===== config.mk =====
export PLATFORM = sky130hd
export DESIGN_NAME = servo_ascii_command_framer_core_flat
export DESIGN_NICKNAME = d
export VERILOG_FILES = /design/src/rtl/sacf_pkg.sv /design/src/rtl/sacf_req_if.sv /design/src/rtl/sacf_byte_if.sv /design/src/rtl/sacf_prep.sv /design/src/rtl/sacf_cell.sv /design/src/rtl/servo_ascii_command_framer_core.sv /design/src/flat_wrapper.sv
export SDC_FILE = /design/constraint.sdc
export NUM_CORES = 1
export LEC_CHECK = 0
export ABC_CLOCK_PERIOD_IN_PS = 9000
export BUFFER_PORTS_ARGS = -buffer_cell sky130_fd_sc_hd__buf_2
export CAP_MARGIN = 20
export CORE_UTILIZATION = 30
export CTS_BUF_LIST = sky130_fd_sc_hd__clkbuf_4
export CTS_CLUSTER_DIAMETER = 120
export DETAILED_ROUTE_END_ITERATION = 10
export SETUP_SLACK_MARGIN = 0.15
export SLEW_MARGIN = 20
export SYNTH_ARGS = -nofsm -noshare
export SYNTH_HDL_FRONTEND = slang
export SYNTH_HIERARCHICAL = 1
export SYNTH_SLANG_ARGS = --single-unit

===== constraint.sdc =====
create_clock -name clk_i -period 9 [get_ports clk_i]
set_input_delay 0.45 -clock clk_i [delete_from_list [all_inputs] [get_ports clk_i]]
set_output_delay 0.45 -clock clk_i [all_outputs]
set_load 0.005 [all_outputs]

===== src/rtl/sacf_pkg.sv =====
`timescale 1ns / 1ps
// Shared types and constants for the servo ASCII command framer.
// No dependencies; imported by sacf_prep, sacf_cell, the core, the checker and the testbench.
package sacf_pkg;

  // Longest frame: '#', three id digits, P, four digits, T or B, four digits, '!'.
  localparam int unsigned FrameLen = 15;
  localparam int unsigned LenW     = $clog2(FrameLen + 1);

  typedef enum logic [2:0] {
    REQ_OPEN    = 3'd0,
    REQ_CLOSED  = 3'd1,
    REQ_SPEED   = 3'd2,
    REQ_SET_ID  = 3'd3,
    REQ_READ_ID = 3'd4,
    REQ_VERSION = 3'd5,
    REQ_BAUD    = 3'd6,
    REQ_DEBUG   = 3'd7
  } req_kind_e;

  typedef logic [3:0] digit_t;

  // Everything the frame builder needs, already split into decimal digits.
  typedef struct packed {
    req_kind_e       kind;
    logic [3:0]      baud;
    digit_t [2:0]    id_dig;
    digit_t [3:0]    p_dig;
    digit_t [3:0]    t_dig;
    digit_t [2:0]    nid_dig;
  } prep_t;

  // One position of the output shift chain.
  typedef struct packed {
    logic       valid;
    logic [7:0] data;
    logic       last;
  } cell_t;

endpackage


===== src/rtl/sacf_req_if.sv =====
`timescale 1ns / 1ps
// Request channel: one motor command per beat.
// Depends on nothing.
interface sacf_req_if;
  logic               valid;
  logic               ready;
  logic [2:0]         req_type;
  logic [7:0]         motor_id;
  logic [13:0]        pwm_value;
  logic [15:0]        time_value;
  logic signed [15:0] lin_speed;
  logic [7:0]         new_id;
  logic [3:0]         baud_sel;

  modport source (
    output valid, req_type, motor_id, pwm_value, time_value, lin_speed, new_id, baud_sel,
    input  ready
  );
  modport sink (
    input  valid, req_type, motor_id, pwm_value, time_value, lin_speed, new_id, baud_sel,
    output ready
  );
endinterface


===== src/rtl/sacf_byte_if.sv =====
`timescale 1ns / 1ps
// Byte channel: one ASCII frame byte per beat, last_byte on the closing '!'.
// Depends on nothing.
interface sacf_byte_if;
  logic       valid;
  logic       ready;
  logic [7:0] tx_byte;
  logic       last_byte;

  modport source (output valid, tx_byte, last_byte, input ready);
  modport sink (input valid, tx_byte, last_byte, output ready);
endinterface


===== src/rtl/sacf_prep.sv =====
`timescale 1ns / 1ps
// Six-stage request pipeline: saturation, speed-to-pwm, ms-to-s, decimal digits.
// Depends on sacf_pkg and sacf_req_if.
module sacf_prep (
  input  logic           clk_i,
  input  logic           rst_ni,
  sacf_req_if.sink       req_i,
  output logic           prep_valid_o,
  input  logic           prep_ready_i,
  output sacf_pkg::prep_t prep_o
);
  import sacf_pkg::*;

  localparam int unsigned NumStages = 6;

  localparam logic [13:0]        PrintMax    = 14'd9999;
  localparam logic [13:0]        PwmMin      = 14'd1475;
  localparam int                 PwmHalfSpan = 25;
  localparam int                 SpdDiv      = 3224;
  localparam int                 MsPerSec    = 1000;
  // Speeds beyond these already sit on the pwm clamp.
  localparam logic signed [15:0] SpdHi       = 16'sd806;
  localparam logic signed [15:0] SpdLo       = -16'sd806;
  localparam logic signed [18:0] SpdScale    = 19'sd100;
  localparam logic signed [18:0] SpdBias     = 19'(SpdDiv * PwmHalfSpan);
  localparam logic [13:0]        W1000       = 14'd1000;
  localparam logic [13:0]        W100        = 14'd100;
  localparam logic [13:0]        W10         = 14'd10;

  typedef struct packed {
    req_kind_e          kind;
    logic [7:0]         id;
    logic [13:0]        pwm;
    logic [15:0]        tim;
    logic signed [15:0] spd;
    logic [7:0]         nid;
    logic [3:0]         baud;
  } s0_t;

  typedef struct packed {
    req_kind_e   kind;
    logic [7:0]  id;
    logic [7:0]  nid;
    logic [3:0]  baud;
    logic [13:0] pwm_sat;
    logic [15:0] tim;
    logic [13:0] tim_sat;
    logic [17:0] u;
  } s1_t;

  typedef struct packed {
    prep_t       f;
    logic [13:0] rp;
    logic [13:0] rt;
    logic [13:0] rid;
    logic [13:0] rnid;
  } dstage_t;

  typedef struct packed {
    digit_t      digit;
    logic [13:0] rest;
  } peel_t;

  // Take one decimal digit of weight w off v, four compare-subtract steps.
  function automatic peel_t peel(input logic [13:0] v, input logic [13:0] w);
    peel_t       r;
    logic [13:0] ws;
    r.rest  = v;
    r.digit = '0;
    for (int b = 3; b >= 0; b--) begin
      ws = w << b;
      if (r.rest >= ws) begin
        r.rest     = r.rest - ws;
        r.digit[b] = 1'b1;
      end
    end
    return r;
  endfunction

  // Restoring quotient by the speed divisor; the result never exceeds 50.
  function automatic logic [5:0] div_speed(input logic [17:0] u);
    logic [17:0] rem;
    logic [17:0] ds;
    logic [5:0]  q;
    rem = u;
    q   = '0;
    for (int b = 5; b >= 0; b--) begin
      ds = 18'(SpdDiv) << b;
      if (rem >= ds) begin
        rem  = rem - ds;
        q[b] = 1'b1;
      end
    end
    return q;
  endfunction

  // Restoring quotient by 1000 over a 16-bit time.
  function automatic logic [6:0] div_ms(input logic [15:0] t);
    logic [15:0] rem;
    logic [15:0] ds;
    logic [6:0]  q;
    rem = t;
    q   = '0;
    for (int b = 6; b >= 0; b--) begin
      ds = 16'(MsPerSec) << b;
      if (rem >= ds) begin
        rem  = rem - ds;
        q[b] = 1'b1;
      end
    end
    return q;
  endfunction

  logic [NumStages-1:0] vld_q, vld_d, rdy;

  s0_t     s0_q;
  s1_t     s1_q, s1_d;
  dstage_t s2_q, s2_d, s3_q, s3_d, s4_q, s4_d, s5_q, s5_d;

  logic signed [15:0] spd_c;
  logic signed [18:0] spd_prod;
  peel_t pk3_p, pk3_t, pk3_id, pk3_nid;
  peel_t pk4_p, pk4_t, pk4_id, pk4_nid;
  peel_t pk5_p, pk5_t;

  // Handshake: a stage takes new data when empty or when it drains this cycle.
  always_comb begin
    rdy[NumStages-1] = !vld_q[NumStages-1] || prep_ready_i;
    for (int k = NumStages - 2; k >= 0; k--) begin
      rdy[k] = !vld_q[k] || rdy[k+1];
    end
    vld_d[0] = rdy[0] ? req_i.valid : vld_q[0];
    for (int k = 1; k < NumStages; k++) begin
      vld_d[k] = rdy[k] ? vld_q[k-1] : vld_q[k];
    end
  end

  assign req_i.ready  = rdy[0];
  assign prep_valid_o = vld_q[NumStages-1];
  assign prep_o       = s5_q.f;

  // Stage 1: saturate printed values, scale and offset the clamped speed.
  always_comb begin
    if (s0_q.spd > SpdHi) begin
      spd_c = SpdHi;
    end else if (s0_q.spd < SpdLo) begin
      spd_c = SpdLo;
    end else begin
      spd_c = s0_q.spd;
    end
    spd_prod     = 19'(spd_c) * SpdScale + SpdBias;
    s1_d.kind    = s0_q.kind;
    s1_d.id      = s0_q.id;
    s1_d.nid     = s0_q.nid;
    s1_d.baud    = s0_q.baud;
    s1_d.pwm_sat = (s0_q.pwm > PrintMax) ? PrintMax : s0_q.pwm;
    s1_d.tim     = s0_q.tim;
    s1_d.tim_sat = (s0_q.tim > 16'(PrintMax)) ? PrintMax : s0_q.tim[13:0];
    s1_d.u       = spd_prod[17:0];
  end

  // Stage 2: pick the two four-digit values.
  always_comb begin
    s2_d        = '0;
    s2_d.f.kind = s1_q.kind;
    s2_d.f.baud = s1_q.baud;
    if (s1_q.kind == REQ_SPEED) begin
      s2_d.rp = PwmMin + 14'(div_speed(s1_q.u));
      s2_d.rt = 14'(div_ms(s1_q.tim));
    end else begin
      s2_d.rp = s1_q.pwm_sat;
      s2_d.rt = s1_q.tim_sat;
    end
    s2_d.rid  = 14'(s1_q.id);
    s2_d.rnid = 14'(s1_q.nid);
  end

  // Stages 3 to 5: peel one digit per stage.
  always_comb begin
    pk3_p   = peel(s2_q.rp, W1000);
    pk3_t   = peel(s2_q.rt, W1000);
    pk3_id  = peel(s2_q.rid, W100);
    pk3_nid = peel(s2_q.rnid, W100);
    s3_d              = s2_q;
    s3_d.f.p_dig[3]   = pk3_p.digit;
    s3_d.f.t_dig[3]   = pk3_t.digit;
    s3_d.f.id_dig[2]  = pk3_id.digit;
    s3_d.f.nid_dig[2] = pk3_nid.digit;
    s3_d.rp           = pk3_p.rest;
    s3_d.rt           = pk3_t.rest;
    s3_d.rid          = pk3_id.rest;
    s3_d.rnid         = pk3_nid.rest;
  end

  always_comb begin
    pk4_p   = peel(s3_q.rp, W100);
    pk4_t   = peel(s3_q.rt, W100);
    pk4_id  = peel(s3_q.rid, W10);
    pk4_nid = peel(s3_q.rnid, W10);
    s4_d              = s3_q;
    s4_d.f.p_dig[2]   = pk4_p.digit;
    s4_d.f.t_dig[2]   = pk4_t.digit;
    s4_d.f.id_dig[1]  = pk4_id.digit;
    s4_d.f.id_dig[0]  = pk4_id.rest[3:0];
    s4_d.f.nid_dig[1] = pk4_nid.digit;
    s4_d.f.nid_dig[0] = pk4_nid.rest[3:0];
    s4_d.rp           = pk4_p.rest;
    s4_d.rt           = pk4_t.rest;
  end

  always_comb begin
    pk5_p = peel(s4_q.rp, W10);
    pk5_t = peel(s4_q.rt, W10);
    s5_d            = s4_q;
    s5_d.f.p_dig[1] = pk5_p.digit;
    s5_d.f.p_dig[0] = pk5_p.rest[3:0];
    s5_d.f.t_dig[1] = pk5_t.digit;
    s5_d.f.t_dig[0] = pk5_t.rest[3:0];
  end

  always_ff @(posedge clk_i or negedge rst_ni) begin
    if (!rst_ni) begin
      vld_q <= '0;
    end else begin
      vld_q <= vld_d;
    end
  end

  always_ff @(posedge clk_i) begin
    if (rdy[0]) begin
      s0_q.kind <= req_kind_e'(req_i.req_type);
      s0_q.id   <= req_i.motor_id;
      s0_q.pwm  <= req_i.pwm_value;
      s0_q.tim  <= req_i.time_value;
      s0_q.spd  <= req_i.lin_speed;
      s0_q.nid  <= req_i.new_id;
      s0_q.baud <= req_i.baud_sel;
    end
    if (rdy[1]) begin
      s1_q <= s1_d;
    end
    if (rdy[2]) begin
      s2_q <= s2_d;
    end
    if (rdy[3]) begin
      s3_q <= s3_d;
    end
    if (rdy[4]) begin
      s4_q <= s4_d;
    end
    if (rdy[5]) begin
      s5_q <= s5_d;
    end
  end

endmodule


===== src/rtl/sacf_cell.sv =====
`timescale 1ns / 1ps
// One byte position of the output shift chain.
// Depends on sacf_pkg.
module sacf_cell (
  input  logic            clk_i,
  input  logic            rst_ni,
  input  logic            shift_i,
  input  logic            load_i,
  input  sacf_pkg::cell_t load_cell_i,
  input  sacf_pkg::cell_t next_cell_i,
  output sacf_pkg::cell_t cell_o
);
  import sacf_pkg::*;

  cell_t cell_q, cell_d;

  // Load a fresh frame byte, else take the neighbor's byte, else hold.
  always_comb begin
    priority if (load_i) begin
      cell_d = load_cell_i;
    end else if (shift_i) begin
      cell_d = next_cell_i;
    end else begin
      cell_d = cell_q;
    end
  end

  always_ff @(posedge clk_i or negedge rst_ni) begin
    if (!rst_ni) begin
      cell_q <= '0;
    end else begin
      cell_q <= cell_d;
    end
  end

  assign cell_o = cell_q;

endmodule


===== src/rtl/servo_ascii_command_framer_core.sv =====
`timescale 1ns / 1ps
// Top level of the servo ASCII command framer: request pipeline plus byte shift chain.
// Depends on sacf_pkg, sacf_req_if, sacf_byte_if, sacf_prep and sacf_cell.
//
//   channel | dir | beat
//   --------+-----+------------------------------------------------------------
//   req_i   | in  | one command: type, id, pwm, time, speed, new id, baud index
//   tx_o    | out | one frame byte, last_byte set on the closing '!'
//
// A frame is 8 to 15 bytes and leaves at one byte per cycle while tx_o is
// ready; the fifteen-cell shift chain loads a whole frame at once.
// The request passes the six pipeline stages and the chain load before its first
// byte appears. rst_ni clears all valid flags asynchronously.
// A stall on tx_o holds the chain, then the pipeline, then req_i.ready.
module servo_ascii_command_framer_core (
  input  logic       clk_i,
  input  logic       rst_ni,
  sacf_req_if.sink   req_i,
  sacf_byte_if.source tx_o
);
  import sacf_pkg::*;

  localparam logic [7:0] ChHash  = 8'h23;
  localparam logic [7:0] ChBang  = 8'h21;
  localparam logic [7:0] ChZero  = 8'h30;
  localparam logic [7:0] ChOne   = 8'h31;
  localparam logic [7:0] ChUpB   = 8'h42;
  localparam logic [7:0] ChUpD   = 8'h44;
  localparam logic [7:0] ChUpE   = 8'h45;
  localparam logic [7:0] ChUpI   = 8'h49;
  localparam logic [7:0] ChUpP   = 8'h50;
  localparam logic [7:0] ChUpR   = 8'h52;
  localparam logic [7:0] ChUpT   = 8'h54;
  localparam logic [7:0] ChUpV   = 8'h56;
  localparam logic [7:0] ChLowB  = 8'h62;
  localparam logic [7:0] ChLowE  = 8'h65;
  localparam logic [7:0] ChLowG  = 8'h67;
  localparam logic [7:0] ChLowU  = 8'h75;

  localparam logic [3:0] BaudTwoDigit = 4'd10;

  localparam logic [LenW-1:0] LenTimed   = LenW'(15);
  localparam logic [LenW-1:0] LenSetId   = LenW'(11);
  localparam logic [LenW-1:0] LenReadId  = LenW'(8);
  localparam logic [LenW-1:0] LenVersion = LenW'(9);
  localparam logic [LenW-1:0] LenBaud1   = LenW'(9);
  localparam logic [LenW-1:0] LenBaud2   = LenW'(10);
  localparam logic [LenW-1:0] LenDebug   = LenW'(11);

  function automatic logic [7:0] asc(input digit_t d);
    return ChZero | {4'h0, d};
  endfunction

  logic  prep_valid, prep_ready;
  prep_t prep;

  logic shift, load;
  logic [FrameLen-1:0][7:0] fb;
  logic [LenW-1:0]          len;
  cell_t load_cell [FrameLen];
  cell_t cell_q    [FrameLen];

  // Decode the request and split its numbers into digits.
  sacf_prep u_prep (
    .clk_i        (clk_i),
    .rst_ni       (rst_ni),
    .req_i        (req_i),
    .prep_valid_o (prep_valid),
    .prep_ready_i (prep_ready),
    .prep_o       (prep)
  );

  // Frame body, left aligned. The closing '!' is placed at len-1 below.
  always_comb begin
    fb    = '0;
    fb[0] = ChHash;
    fb[1] = asc(prep.id_dig[2]);
    fb[2] = asc(prep.id_dig[1]);
    fb[3] = asc(prep.id_dig[0]);
    fb[4] = ChUpP;
    unique case (prep.kind)
      REQ_OPEN, REQ_CLOSED, REQ_SPEED: begin
        fb[5]  = asc(prep.p_dig[3]);
        fb[6]  = asc(prep.p_dig[2]);
        fb[7]  = asc(prep.p_dig[1]);
        fb[8]  = asc(prep.p_dig[0]);
        fb[9]  = (prep.kind == REQ_OPEN) ? ChUpT : ChUpB;
        fb[10] = asc(prep.t_dig[3]);
        fb[11] = asc(prep.t_dig[2]);
        fb[12] = asc(prep.t_dig[1]);
        fb[13] = asc(prep.t_dig[0]);
        len    = LenTimed;
      end
      REQ_SET_ID: begin
        fb[5] = ChUpI;
        fb[6] = ChUpD;
        fb[7] = asc(prep.nid_dig[2]);
        fb[8] = asc(prep.nid_dig[1]);
        fb[9] = asc(prep.nid_dig[0]);
        len   = LenSetId;
      end
      REQ_READ_ID: begin
        fb[5] = ChUpI;
        fb[6] = ChUpD;
        len   = LenReadId;
      end
      REQ_VERSION: begin
        fb[5] = ChUpV;
        fb[6] = ChUpE;
        fb[7] = ChUpR;
        len   = LenVersion;
      end
      REQ_BAUD: begin
        fb[5] = ChUpB;
        fb[6] = ChUpD;
        // Indexes ten and up print as two digits.
        if (prep.baud >= BaudTwoDigit) begin
          fb[7] = ChOne;
          fb[8] = asc(prep.baud - BaudTwoDigit);
          len   = LenBaud2;
        end else begin
          fb[7] = asc(prep.baud);
          len   = LenBaud1;
        end
      end
      REQ_DEBUG: begin
        fb[5]  = ChUpD;
        fb[6]  = ChLowE;
        fb[7]  = ChLowB;
        fb[8]  = ChLowU;
        fb[9]  = ChLowG;
        len    = LenDebug;
      end
      default: begin
        len = LenTimed;
      end
    endcase
  end

  // Advance the chain whenever the head byte leaves or the head is empty.
  // Load the next frame when the chain advances with at most the head byte left in it.
  assign shift      = !cell_q[0].valid || tx_o.ready;
  assign prep_ready = shift && !cell_q[1].valid;
  assign load       = prep_valid && prep_ready;

  for (genvar k = 0; k < FrameLen; k++) begin : g_cell
    always_comb begin
      load_cell[k].valid = LenW'(k) < len;
      load_cell[k].last  = LenW'(k) == len - LenW'(1);
      load_cell[k].data  = load_cell[k].last ? ChBang : fb[k];
    end

    if (k == FrameLen - 1) begin : g_tail
      sacf_cell u_cell (
        .clk_i       (clk_i),
        .rst_ni      (rst_ni),
        .shift_i     (shift),
        .load_i      (load),
        .load_cell_i (load_cell[k]),
        .next_cell_i ('0),
        .cell_o      (cell_q[k])
      );
    end else begin : g_body
      sacf_cell u_cell (
        .clk_i       (clk_i),
        .rst_ni      (rst_ni),
        .shift_i     (shift),
        .load_i      (load),
        .load_cell_i (load_cell[k]),
        .next_cell_i (cell_q[k+1]),
        .cell_o      (cell_q[k])
      );
    end
  end

  // Head cell drives the byte channel directly.
  assign tx_o.valid     = cell_q[0].valid;
  assign tx_o.tx_byte   = cell_q[0].data;
  assign tx_o.last_byte = cell_q[0].last;

endmodule


===== src/flat_wrapper.sv =====
// flat-port wrapper written by rule: the top's interface ports become plain ports
module servo_ascii_command_framer_core_flat import sacf_pkg::*;
  (clk_i, rst_ni, req_i_valid, req_i_req_type, req_i_motor_id, req_i_pwm_value, req_i_time_value, req_i_lin_speed, req_i_new_id, req_i_baud_sel, req_i_ready, tx_o_valid, tx_o_tx_byte, tx_o_last_byte, tx_o_ready);
  sacf_req_if req_i_i ();
  sacf_byte_if tx_o_i ();
  input  logic clk_i;
  input  logic rst_ni;
  input wire logic [$bits(req_i_i.valid)-1:0] req_i_valid;
  input wire logic [$bits(req_i_i.req_type)-1:0] req_i_req_type;
  input wire logic [$bits(req_i_i.motor_id)-1:0] req_i_motor_id;
  input wire logic [$bits(req_i_i.pwm_value)-1:0] req_i_pwm_value;
  input wire logic [$bits(req_i_i.time_value)-1:0] req_i_time_value;
  input wire logic [$bits(req_i_i.lin_speed)-1:0] req_i_lin_speed;
  input wire logic [$bits(req_i_i.new_id)-1:0] req_i_new_id;
  input wire logic [$bits(req_i_i.baud_sel)-1:0] req_i_baud_sel;
  output wire logic [$bits(req_i_i.ready)-1:0] req_i_ready;
  output wire logic [$bits(tx_o_i.valid)-1:0] tx_o_valid;
  output wire logic [$bits(tx_o_i.tx_byte)-1:0] tx_o_tx_byte;
  output wire logic [$bits(tx_o_i.last_byte)-1:0] tx_o_last_byte;
  input wire logic [$bits(tx_o_i.ready)-1:0] tx_o_ready;
  assign req_i_i.valid = req_i_valid;
  assign req_i_i.req_type = req_i_req_type;
  assign req_i_i.motor_id = req_i_motor_id;
  assign req_i_i.pwm_value = req_i_pwm_value;
  assign req_i_i.time_value = req_i_time_value;
  assign req_i_i.lin_speed = req_i_lin_speed;
  assign req_i_i.new_id = req_i_new_id;
  assign req_i_i.baud_sel = req_i_baud_sel;
  assign req_i_ready = req_i_i.ready;
  assign tx_o_valid = tx_o_i.valid;
  assign tx_o_tx_byte = tx_o_i.tx_byte;
  assign tx_o_last_byte = tx_o_i.last_byte;
  assign tx_o_i.ready = tx_o_ready;
  servo_ascii_command_framer_core u_core (.clk_i(clk_i), .rst_ni(rst_ni), .req_i(req_i_i), .tx_o(tx_o_i));
endmodule

== Yosys cells after proc, flatten, opt, wreduce, memory -nomap -nowiden ==
Cells that the tools add are included.
W data, S select, Z words.
Cells by class
  muxes and demuxes: 169
  $mul: 1
  add/subtract/negate cells: 55
  magnitude comparators: 73
  eq/ne operators: 22
  reductions and logical operators: 23
Operators with widths (number)
  $mux W14: 30
  $mux W10: 30
  $mux W16: 14
  $mux W18: 10
  $mux W15: 10
  $ge A14 B7 Y1 const B: 8
  $sub A14 B7 Y14 const B: 8
  $pmux W16 S5: 1
  $ge A14 B10 Y1 const B: 4
  $ge A14 B4 Y1 const B: 4
  $ge A14 B5 Y1 const B: 4
  $ge A14 B6 Y1 const B: 4
  $ge A14 B8 Y1 const B: 4
  $ge A14 B9 Y1 const B: 4
  $mux W8: 7
  $sub A14 B10 Y14 const B: 4
  $sub A14 B4 Y14 const B: 4
  $sub A14 B5 Y14 const B: 4
  $sub A14 B6 Y14 const B: 4
  $sub A14 B8 Y14 const B: 4
  $sub A14 B9 Y14 const B: 4
  $mux W1: 49
  $pmux W7 S5: 1
  $pmux W8 S4: 1
  70 further kinds: 126
Storage, ports and cells
  output and inout bits: 11
  word-level logic and storage cells: 456
  input port bits: 73
  bits in registers: 578

== Logic depth before layout (Yosys ltp) ==
  depth after elaboration: 21
  mapped depth: 36
  gate-level depth less buffers: 32

== Hierarchy ==
The synthesis kept the hierarchy.
By module, submodules not included
  sacf_prep: seq. area each 12401.9 um^2, cells each 2684, times used 1, area each 27218.6 um^2
  sacf_cell: seq. area each 250.2 um^2, cells each 43, times used 15, area each 462.9 um^2
  servo_ascii_command_framer_core: seq. area each 0.0 um^2, cells each 131, times used 1, area each 750.7 um^2

== Worst setup path after synthesis ==
OpenSTA, ideal clock, no wires.
  path kind: register to register
  start: reg u_core/u_prep/s1_q[9] (netlist bit)
  end: reg u_core/u_prep/s2_q[46] (netlist bit) (data pin)
  setup time: 0.267 ns
  period minus slack after synthesis: 7.744 ns
  arrival time: 7.478 ns
  setup slack: 1.256 ns
  data required time: 8.733 ns
  cell stages (with the launch flop): 35
  path buffers: 3
  path through: edfxtp_1 -> ha_1 -> buf_2 -> o31ai_1 -> a21oi_1 -> nor2_1 -> xnor2_1 -> ha_1 -> clkbuf_1 -> or3_1 -> nor3_1 -> a211oi_1 -> nor2_1 -> mux2_1 -> or3_1 -> buf_2 -> o21ai_4 -> a21oi_1 -> nor2_1 -> ha_1 -> nor2_1 -> o221a_1 -> a31oi_1 -> and2_2 -> o2111ai_1 -> a31o_1 -> or2_4 -> a311oi_4 -> a21oi_1 -> or4_1 -> o311a_1 -> ha_1 -> nor3_1 -> xnor2_1 -> o21ai_0
RTL lines
  start, declared: line sacf_prep.sv:117  | s1_t s1_q, s1_d;
  start signal, assigned: line sacf_prep.sv:240  | s1_q <= s1_d;
  end signal, assigned: line sacf_prep.sv:243  | s2_q <= s2_d;
  end, declared: line sacf_prep.sv:118  | dstage_t s2_q, s2_d, s3_q, s3_d, s4_q, s4_d, s5_q, s5_d;

==> impl_metrics.env <==
export IMPL_grt_pass1_vias=25400
export IMPL_drive_above_1_share_pct=14.1
export IMPL_crit_path_start="u_core/u_prep/s1_q[8]$_DFFE_PP_"
export IMPL_dp_hpwl_um=53400
export IMPL_setup_violations=0
export IMPL_cts_buffers=158
export IMPL_grt_pass1_wl_um=125000
export IMPL_grt_max_degree=111
export IMPL_worstPathMaxFanout=10
export IMPL_synth_most_common_cell="edfxtp_1"
export IMPL_synth_cell_types=133
export IMPL_critPathArrivalTime_ns=9.02
export IMPL_ff_latch_area_um2=16200
export IMPL_skew_ns=0.0649
export IMPL_fillers=11600
export IMPL_synth_top_area_share_pct=35.1
export IMPL_ctsLongestPathBuffers=3
export IMPL_root_buffer="clkbuf_4"
export IMPL_antenna_found_initial=3
export IMPL_drc=0
export IMPL_ys_dominant_reg_cell="edfxtp_1"
export IMPL_die_w_um=343
export IMPL_die_height_um=343
export IMPL_end_kind="flop"
export IMPL_relSlewSlack_pct=32.6
export IMPL_syn_area_um2=34900
export IMPL_place_ws_ns=0.641
export IMPL_hold_start="req_i_motor_id[5]"
export IMPL_max_cap_viol_count=0
export IMPL_ys_ff_latch=564
export IMPL_first_pass_iters=5
export IMPL_io_pins=84
export IMPL_finalNonFillerCells=5398
export IMPL_async_flop_share_pct=27.7
export IMPL_fp_row_count=124
export IMPL_path_class="flop to flop"
export IMPL_hold_path_class="primary input to flop"
export IMPL_drt_wl_total_um=75600
export IMPL_crit_slowest_cell="edfxtp_1"
export IMPL_final_setup_tns_ns=0
export IMPL_postLayoutCoreUtil_pct=34.8
export IMPL_syn_avg_cell_area_um2=10.1
export IMPL_cts_sinks=564
export IMPL_worst_pin_slew_ns=1.01
export IMPL_wl_per_cell_um=14.0
export IMPL_yosysSeqAreaShare_pct=46.3
export IMPL_synth_edf_count=408
export IMPL_h_tree_depth=4
export IMPL_cts_tree="yes"
export IMPL_finalCritPeriodShare_pct=92.2
export IMPL_clock_fmax_ghz=0.120
export IMPL_synth_cells=3460
export IMPL_finalHoldViolations=0
export IMPL_vias=26200
export IMPL_start_kind="flop"
export IMPL_ys_warn_count=6
export IMPL_drt_iter0_markers=1707
export IMPL_final_antenna_net_count=0
export IMPL_required_ns=9.72
export IMPL_setup_ws_ns=0.698
export IMPL_reg2reg_from="u_core/u_prep/s1_q[8]$_DFFE_PP_"
export IMPL_grt_total_usage_pct=12.8
export IMPL_core_area_um2=115000
export IMPL_start_util_pct=30.4
export IMPL_max_stage_delay_ns=0.53
export IMPL_path_common_cell="ha_1"
export IMPL_rsz0062_at_grt="no"
export IMPL_dp_cells=5032
export IMPL_yosysTopAreaCell="edfxtp_1"
export IMPL_nets=3930
export IMPL_via_per_inst=4.85
export IMPL_die_area_um2=118000
export IMPL_fin_crit_ns=8.30
export IMPL_clock_latency_ns=1.01
export IMPL_slew_violations=0
export IMPL_grt_overflow_total=0
export IMPL_place_congestion=0.855
export IMPL_synth_area_top_cells="edfxtp_1 (35%), dfrtp_1 (11%), mux2i_1 (5.9%)"
export IMPL_syn2layout_area_growth_pct=14.5
export IMPL_clkTransAtPathRegs_ns=0.06
export IMPL_synthTopCellsByCount="edfxtp_1 (408), nand2_1 (358), nor2_1 (236)"
export IMPL_status="complete, no violations"
export IMPL_io_buffers=83
export IMPL_multi_input_comb_area_um2=17600
-- path summary, 6_finish.rpt --
| path | endpoint | depth (start not counted) | slack (ns) |
|---|---|---|---|
| max | u_core/u_prep/s2_q[46]$_DFFE_PP_ | 31 | 0.70 |
| min | u_core/u_prep/s0_q[63]$_DFFE_PP_ | 2 | 0.16 |
| min in group asynchronous | u_core/g_cell[0].g_body.u_cell/cell_o[8]$_DFFE_PN0P_ | 3 | 0.53 |
| max in group asynchronous | u_core/g_cell[12].g_body.u_cell/cell_o[1]$_DFFE_PN0P_ | 4 | 7.11 |
| min reg2reg | u_core/u_prep/s1_q[84]$_DFFE_PP_ | 0 | 0.40 |
| max reg2reg | u_core/u_prep/s2_q[46]$_DFFE_PP_ | 31 | 0.70 |
-- critical path: cells and delay by family, from the launching register on --
| kind | cells | cell delay [ns] |
|---|---|---|
| and+or+nand+nor | 9 | 2.27 |
| adders and majority gates | 4 | 1.05 |
| xor gates and xnor gates | 2 | 0.32 |
| DFF | 1 | 0.53 |
| AOI/OAI and AO/OA | 13 | 3.05 |
| buffers and inverters | 1 | 0.18 |
| muxes | 2 | 0.62 |
-- per-stage QoR --
step                area [um2]  hold slack, ns
floorplan                35200           0.154
global placement         37100           0.401
detailed placement       37100           0.405
CTS                      39900         0.00357
global route             40000          0.0316
finish                   40000           0.161
-- sequential cells by signal, indices dropped and copies added (netlist names) --
signal / cells
u_core/g_cell.g_body.u_cell/cell_o: 140
u_core/u_prep/s1_q: 83
u_core/u_prep/s3_q: 75
u_core/u_prep/s4_q: 71
u_core/u_prep/s0_q: 69
u_core/u_prep/prep_o: 59
u_core/u_prep/s2_q: 51
u_core/g_cell.g_tail.u_cell/cell_o: 10
u_core/u_prep/vld_q: 6
-- cells by family after synthesis --
kind of cell | share of synthesized area [%]
AO/OA/AOI/OAI | 15.3
XOR/XNOR | 6.42
adder cells (fa/ha/maj) | 3.89
buffers and inverters | 4.43
flip-flops | 46.3
multiplexers | 7.02
other | 0.0323
AND/OR/NAND/NOR | 16.7
-- area by class of cell --
type / count / share of cell area (%)
Multi-Input combinational cell: 2626 / 44.0
Sequential cell: 564 / 40.4
Tap cell: 1512 / 4.73
Clock buffer: 235 / 4.41
Timing Repair Buffer: 195 / 3.65
Inverter: 210 / 1.97
Clock inverter: 49 / 0.758
Antenna cell: 7 / 0.0438
-- placed cells by master, fill, tap and decap left out, types with 22 or more instances in the layout --
cell / Yosys / layout
a211oi_1: 28 / 28
a21o_1: 29 / 29
a21oi_1: 125 / 125
a31oi_1: 26 / 25
and2_1: 62 / 61
buf_2: 49 / 82
buf_4: 16 / 37
clkbuf_4: 0 / 235
clkinv_1: 1 / 25
conb_1: 3 / 79
dfrtp_1: 156 / 156
dlygate4sd3_1: 0 / 74
edfxtp_1: 408 / 408
ha_1: 91 / 91
inv_1: 202 / 200
mux2_2: 26 / 26
mux2i_1: 206 / 206
nand2_1: 358 / 356
nand2b_1: 52 / 51
nand3_1: 80 / 78
nand4_1: 24 / 24
nor2_1: 236 / 236
nor2b_1: 38 / 38
nor3_1: 99 / 98
nor4_1: 23 / 23
o211ai_1: 23 / 23
o21ai_0: 149 / 148
o21ai_1: 152 / 153
o31ai_1: 22 / 22
or2_2: 24 / 24
or3_1: 37 / 37
xnor2_1: 175 / 174
xor2_1: 79 / 79
-- per-layer routing --
| metal | wire (um) | GRT usage, % | vias up |
|---|---|---|---|
| li1 | - | - | 13200 |
| met5 | 0 | 0 | - |
| met1 | 35600 | 16.9 | 12300 |
| met2 | 35300 | 20.8 | 515 |
| met3 | 3230 | 2.44 | 112 |
| met4 | 1470 | 4.43 | 0 |
-- timing repair --
item	in CTS	in global routing
endpoints found under the setup margin	0	4
hold buffers	75	0
buffers inserted	0	0
gates resized for setup	0	4
hold endpoints to repair	154	0
Power is not shown: default switching activity piles up to over one toggle a cycle in this logic, so the estimate is an artifact.
